[config.mk]
export PLATFORM = sky130hd
export DESIGN_NAME = aaf_isqrt
export DESIGN_NICKNAME = d
export VERILOG_FILES = /design/src/sv/aaf_pkg.sv /design/src/sv/aaf_isqrt.sv
export SDC_FILE = /design/constraint.sdc
export NUM_CORES = 2
export LEC_CHECK = 0
export BUFFER_PORTS_ARGS = -buffer_cell sky130_fd_sc_hd__buf_2
export CAP_MARGIN = 40
export CORE_AREA = 2 2 410 412
export CTS_BUF_LIST = sky130_fd_sc_hd__clkbuf_4 sky130_fd_sc_hd__clkbuf_8 sky130_fd_sc_hd__clkbuf_16
export CTS_CLUSTER_DIAMETER = 30
export DETAILED_ROUTE_END_ITERATION = 10
export DIE_AREA = 0 0 412 414
export PLACE_DENSITY = 0.68
export SLEW_MARGIN = 20
export SYNTH_ARGS = -nofsm -noshare
export SYNTH_HDL_FRONTEND = slang
export SYNTH_MEMORY_MAX_BITS = 65536
export SYNTH_SLANG_ARGS = --single-unit
export TNS_END_PERCENT = 1
[constraint.sdc]
create_clock -name i_clk -period 3.6 [get_ports i_clk]
set_input_delay 0.54 -clock i_clk [delete_from_list [all_inputs] [get_ports i_clk]]
set_output_delay 0.54 -clock i_clk [all_outputs]
set_load 0.1 [all_outputs]
[src/sv/aaf_pkg.sv]
// Shared types and constants of the annular azimuthal force pipeline.
package aaf_pkg;

    localparam int SQRT_STAGES = 32;
    localparam int DIV_STAGES  = 33;

    localparam logic [1:0] REG_INNER = 2'd0;
    localparam logic [1:0] REG_OUTER = 2'd1;
    localparam logic [1:0] REG_CONST = 2'd2;

    typedef struct packed {
        logic        [11:0] particle_index;
        logic signed [31:0] pos_x;
        logic signed [31:0] pos_y;
    } t_in_word;

    typedef struct packed {
        logic        [11:0] out_index;
        logic signed [47:0] force_x_delta;
        logic signed [47:0] force_y_delta;
        logic               in_band;
    } t_out_word;

endpackage

[src/sv/aaf_isqrt.sv]
// Pipelined integer square root: one result bit per stage.
module aaf_isqrt (
    input  logic        i_clk,
    input  logic [63:0] i_s,
    output logic [31:0] o_root
);
    import aaf_pkg::*;

    logic [33:0] r_rem  [SQRT_STAGES];
    logic [31:0] r_root [SQRT_STAGES];
    logic [63:0] r_s    [SQRT_STAGES];
    logic [33:0] n_rem  [SQRT_STAGES];
    logic [31:0] n_root [SQRT_STAGES];
    logic [63:0] n_s    [SQRT_STAGES];

    // Try the next root bit against the remainder and the next bit pair
    always_comb begin
        logic [35:0] cur;
        logic [35:0] trial;
        logic [33:0] rem_in;
        logic [31:0] root_in;
        logic [63:0] s_in;
        for (int j = 0; j < SQRT_STAGES; j++) begin
            rem_in  = (j == 0) ? 34'd0 : r_rem[(j == 0) ? 0 : j - 1];
            root_in = (j == 0) ? 32'd0 : r_root[(j == 0) ? 0 : j - 1];
            s_in    = (j == 0) ? i_s : r_s[(j == 0) ? 0 : j - 1];
            cur     = {rem_in, s_in[63:62]};
            trial   = {2'b00, root_in, 2'b01};
            n_s[j]  = {s_in[61:0], 2'b00};
            if (cur >= trial) begin
                n_rem[j]  = 34'(cur - trial);
                n_root[j] = {root_in[30:0], 1'b1};
            end else begin
                n_rem[j]  = cur[33:0];
                n_root[j] = {root_in[30:0], 1'b0};
            end
        end
    end

    // Advance every stage each cycle
    always_ff @(posedge i_clk) begin
        for (int j = 0; j < SQRT_STAGES; j++) begin
            r_rem[j]  <= n_rem[j];
            r_root[j] <= n_root[j];
            r_s[j]    <= n_s[j];
        end
    end

    assign o_root = r_root[SQRT_STAGES-1];

endmodule

# Word-level counts from Yosys, hierarchy flattened
# Memory sizes are Yosys's and may differ from the RTL's.
# Cells that the tools add are included.
# word_totals
output_inout_bits	32
reg_bits	0
elab_cells	131
memories	3
inputBits	65
ramBits	4096
# classes
mux	64
order_cmp	32
n_addsub	32
# memory_table
memory	words	width	rd	rd_ports_with_merged_regs	wr	line_no	text
r_s	32	62	31	0	32	aaf_isqrt.sv:11	logic [63:0] r_s [SQRT_STAGES];
r_rem	32	34	31	0	32	aaf_isqrt.sv:9	logic [33:0] r_rem [SQRT_STAGES];
r_root	32	32	32	0	32	aaf_isqrt.sv:10	logic [31:0] r_root [SQRT_STAGES];
# ops
cell	n
$ge 36x34->1	31
$mux 34	32
$sub 34x34->34	31
$mux 1	32
$sub 2x1->3 const B	1
$ge 2x1->1 const B	1

# Longest topological paths before layout
# An unclocked memory read counts as a cell.
# logic_depth
depth_word	3
ltp_mapped	14

# Least setup slack after synthesis
# Ideal clock, no wire load.
# synth_timing
kind	flip-flop to flip-flop
from	mem r_root[23][23], in the netlist r_root[1][247]
to	mem r_rem[24][5], in the netlist r_rem[1][277]
period_less_slack_ns	3.000
path_stages_with_launch	12
required_time_ns	3.526
t_arrival_ns	2.926
setup_slack_ns	0.600
setup_time_ns	0.074
cell_sequence	dfxtp_1 inv_1 ha_1 clkbuf_1 a2111oi_0 nand2_1 nand3b_1 nor4_1 clkbuf_1 buf_1 nand2_1 o21ai_0
# synth_rtl
element	line_no
start, declared	aaf_isqrt.sv:10
end, declared	aaf_isqrt.sv:9

==> results.md <==
* Status: complete, no violations
* Post-Syn Area per Cell at 10.11 um2
* Total CTS buffers at 436
* Vias per std cell at 5.280
* Std cell rows at 150
* Fin Hold WS at 0.1994 ns
* Clk pwr share at 0.463
* EDFF count, synth at 0
* Worst-Skew Late Latency at 0.96 ns
* GRT Residual Overflow at 0
* Cell Area, Synth at 92400 um2
* Clock skew at 0.06005 ns
* CP top delay family: compound AO/OA/AOI/OAI gates
* GRT Util Overall at 0.2354
* Fillers at 12970
* Net Count, Synth at 9767
* Max incr delay on CP at 0.43 ns
* Static Leak at 52.52 nW
* Synth Instances at 9140
* Clock sink count at 2523
* YS warnings at 0
* Int Power at 65.54 mW
* Fin. Hold Viols at 0
* Final setup TNS at 0 ns
* Worst Max-Slew Pin Slew at 0.8859 ns
* Switch Pwr at 24.28 mW
* GPL Wtd Cong at 0.8938
* Seq/Total Area, Yosys at 0.5467
* Seq pwr share at 0.404
* Initial core utilization at 0.5557
* Flop-to-flop setup slack at 0.19 ns
* Final wirelength at 203500 um
* Max Fclk at 292.8 MHz
* Final nets at 10290
* Largest net degree at the start of global routing at 53
* CORE AREA at 166300 um2
* Critical-path cell list: inv_1 > ha_1 > nand4_1 > a211oi_1 > o22ai_1 > a31oi_1 > a311oi_2 > nor2_1 > nor2b_4 > or3_1 > a21o_1
* Die ar. at 170600 um2
* Die Ht at 414 um
* Final ANT Viol Nets at 0
* Number of global-route vias before repair at 64580
* Share of post-route cells with drive strength above 1 at 0.1125
* Die X at 412 um
* IO Port Bufs at 96
* CP arrival at 4.22 ns
* DRT iter0 DRCs at 3560
* Most used DFF post-synth: dfxtp_1
* Routed WL per cell at 16.66 um
* Distinct cells, synth at 99
* Remaining DRCs at 0
* CTS Root Cell: clkbuf_16
* First-pass GRT wire length at 327500 um
* Initial antenna violation count at 6
* Rel. slew slack at 0.4032
* Final worst path period need at 3.415 ns
* Max Root-Sink Buffers at 4
* Crit Path Category: flip-flop to flip-flop
* Worst-path clk slew at 0.05 ns
* Ys async rst share at 0
* Cell area power density at 803.2 nW/um2
* Vias at 64470
* Max cap viols at 0
* Number of synthesized register bits at 2523
* # H-tree levels at 5
* Startpoint Class: flip-flop
* DRT Pass-1 Iters at 6
* Slowest stage cell, crit path: or3_1
* Period utilisation layout at 0.9485
* Critical Path End Type: flip-flop
* Combinational share of power at 0.134
* IO Count at 97
* Area Growth Syn to Fin at 21.04%
* HPWL after DPL at 150100 um
* WP buf/inv at 1
* Peak supply drop at 0.6654 mV
* Final number of setup-violating endpoints at 0
* CP max FO at 18
* Final Max Tran Viols at 0
* Clock tree from TritonCTS: done
* RSZ-0062 raised after global routing: false
* Post-CTS setup buffer count at 0
* Worst EP required at 4.40 ns
* Hold crit path type: input port to flip-flop
* Sw Ratio at 0.2703
## layout make-up
type	count	area, um2	area share
clock buffer	514	11870	0.1061
antenna	1	2.502	0.00002238
multi-input combinational	5736	38690	0.3460
clock inverter	271	3372	0.03015
sequential	2523	50510	0.4516
inverter	701	2631	0.02353
timing repair buffer	261	2003	0.01791
tap	2204	2758	0.02466
## path summary, 6_finish.rpt
kind,startpoint,to,depth (start not counted)
min reg2reg,r_s[0][25],r_s[0][89],0
min,i_s[44],r_s[0][44],2
max reg2reg,r_root[1][258],r_rem[1][335],11
max,r_root[1][258],r_rem[1][335],11
## power groups by stage
| stage | Sequential [mW] | Combinational, mW | Clock, mW |
|---|---|---|---|
| detailed placement | 36.8 | 11.8 | 0 |
| global placement | 36.7 | 11.6 | 0 |
| floorplan | 35.4 | 9.22 | 0 |
| finish | 36.3 | 12.0 | 41.6 |
| global route | 36.8 | 13.4 | 43.7 |
| CTS | 36.3 | 12.0 | 42.3 |
## cells in the mapped netlist (27+ instances only)
library cell  count  area share
or3_1            75      0.0051
o21a_1           77      0.0063
and3_1           49      0.0033
and2_1           27      0.0018
or2_2            37      0.0025
ha_1            562       0.076
xnor2_1         436       0.041
o31ai_1          47      0.0038
nand2_1         694       0.028
nand2b_1        111      0.0075
clkbuf_1        161      0.0065
a21o_1          255       0.021
nand3_1         146      0.0079
nor2_1          529       0.021
and4_1           27      0.0026
o21ai_0         532       0.029
mux2_2           51      0.0062
xor2_1          425       0.040
a31oi_1          41      0.0028
a21oi_1         539       0.029
nor4_1          123      0.0083
nand4_1         112      0.0076
a211oi_1         63      0.0051
nor3_1          230       0.012
nor2b_1          73      0.0049
o211ai_1         30      0.0024
inv_1           694       0.028
or4_1            54      0.0044
dfxtp_1        2523        0.55
nand3b_1         28      0.0023
o21bai_1         47      0.0038
## cells in the final DEF (no fill, tap or decap), types with 38 or more instances in the layout
master / synthesis / layout
clkinv_4: 0 / 43
a21o_1: 255 / 255
o31ai_1: 47 / 46
nand2b_1: 111 / 111
nand4_1: 112 / 112
or3_1: 75 / 75
clkinv_2: 0 / 52
mux2_2: 51 / 51
xnor2_1: 436 / 436
a31oi_1: 41 / 40
xor2_1: 425 / 425
inv_6: 0 / 55
inv_1: 694 / 694
buf_4: 1 / 86
nor2_1: 529 / 525
a211oi_1: 63 / 62
nor3_1: 230 / 226
and3_1: 49 / 49
or4_1: 54 / 54
bufinv_16: 0 / 53
nand2_1: 694 / 694
clkbuf_16: 0 / 443
buf_2: 9 / 98
clkinvlp_4: 0 / 38
nor4_1: 123 / 121
nand3_1: 146 / 146
dlygate4sd3_1: 0 / 65
a21oi_1: 539 / 539
o21bai_1: 47 / 47
nor2b_1: 73 / 72
dfxtp_1: 2523 / 2523
ha_1: 562 / 562
o21a_1: 77 / 77
o21ai_0: 532 / 532
clkbuf_8: 0 / 40
## flip-flops by register name, summed over array words and instances (netlist names)
register,count
r_rem,1003
r_root,528
r_s,992
## per-layer routing
layer	GRT usage	routed length (um)	share of wire	vias up
li1	-	-	-	32550
met1	0.2769	84670	0.42	29970
met2	0.4216	102600	0.50	1490
met3	0.03729	8888	0.044	464
met4	0.1001	7334	0.036	0
met5	0	0	0	-
## repair_timing
action                                  in CTS  in global routing
endpoints found under the setup margin       0                 47
resized for setup                            0                  7
hold buffers                                65                  0
endpoints found under the hold margin       65                  0
## kinds of logic (layout without fill, tap and decap cells)
logic type / Yosys count / in the layout / share of synthesized area
AO/OA/AOI/OAI: 1849 / 1849 / 0.1231
XOR/XNOR: 861 / 861 / 0.08162
adder cells (fa/ha/maj): 562 / 562 / 0.07610
buffers and inverters: 881 / 1747 / 0.03595
flip-flops: 2523 / 2523 / 0.5467
multiplexers: 67 / 67 / 0.007949
other: 1 / 2 / 0.00004059
AND/OR/NAND/NOR: 2396 / 2396 / 0.1286
## metrics by stage
step	total power, mW	instance area [um2]	utilization	worst slack (ns)	std cells
finish	89.82	111800	0.6725	0.1852	12210
global route	93.94	111800	0.6725	0.004640	12210
CTS	90.62	111800	0.6723	0.2022	12210
detailed placement	48.60	95910	0.5768	0.2153	11360
global placement	48.38	95900	0.5767	0.2924	11360
floorplan	44.63	92400	-	0.5995	9140
No activity file was read; power rests on OpenSTA's default activity.
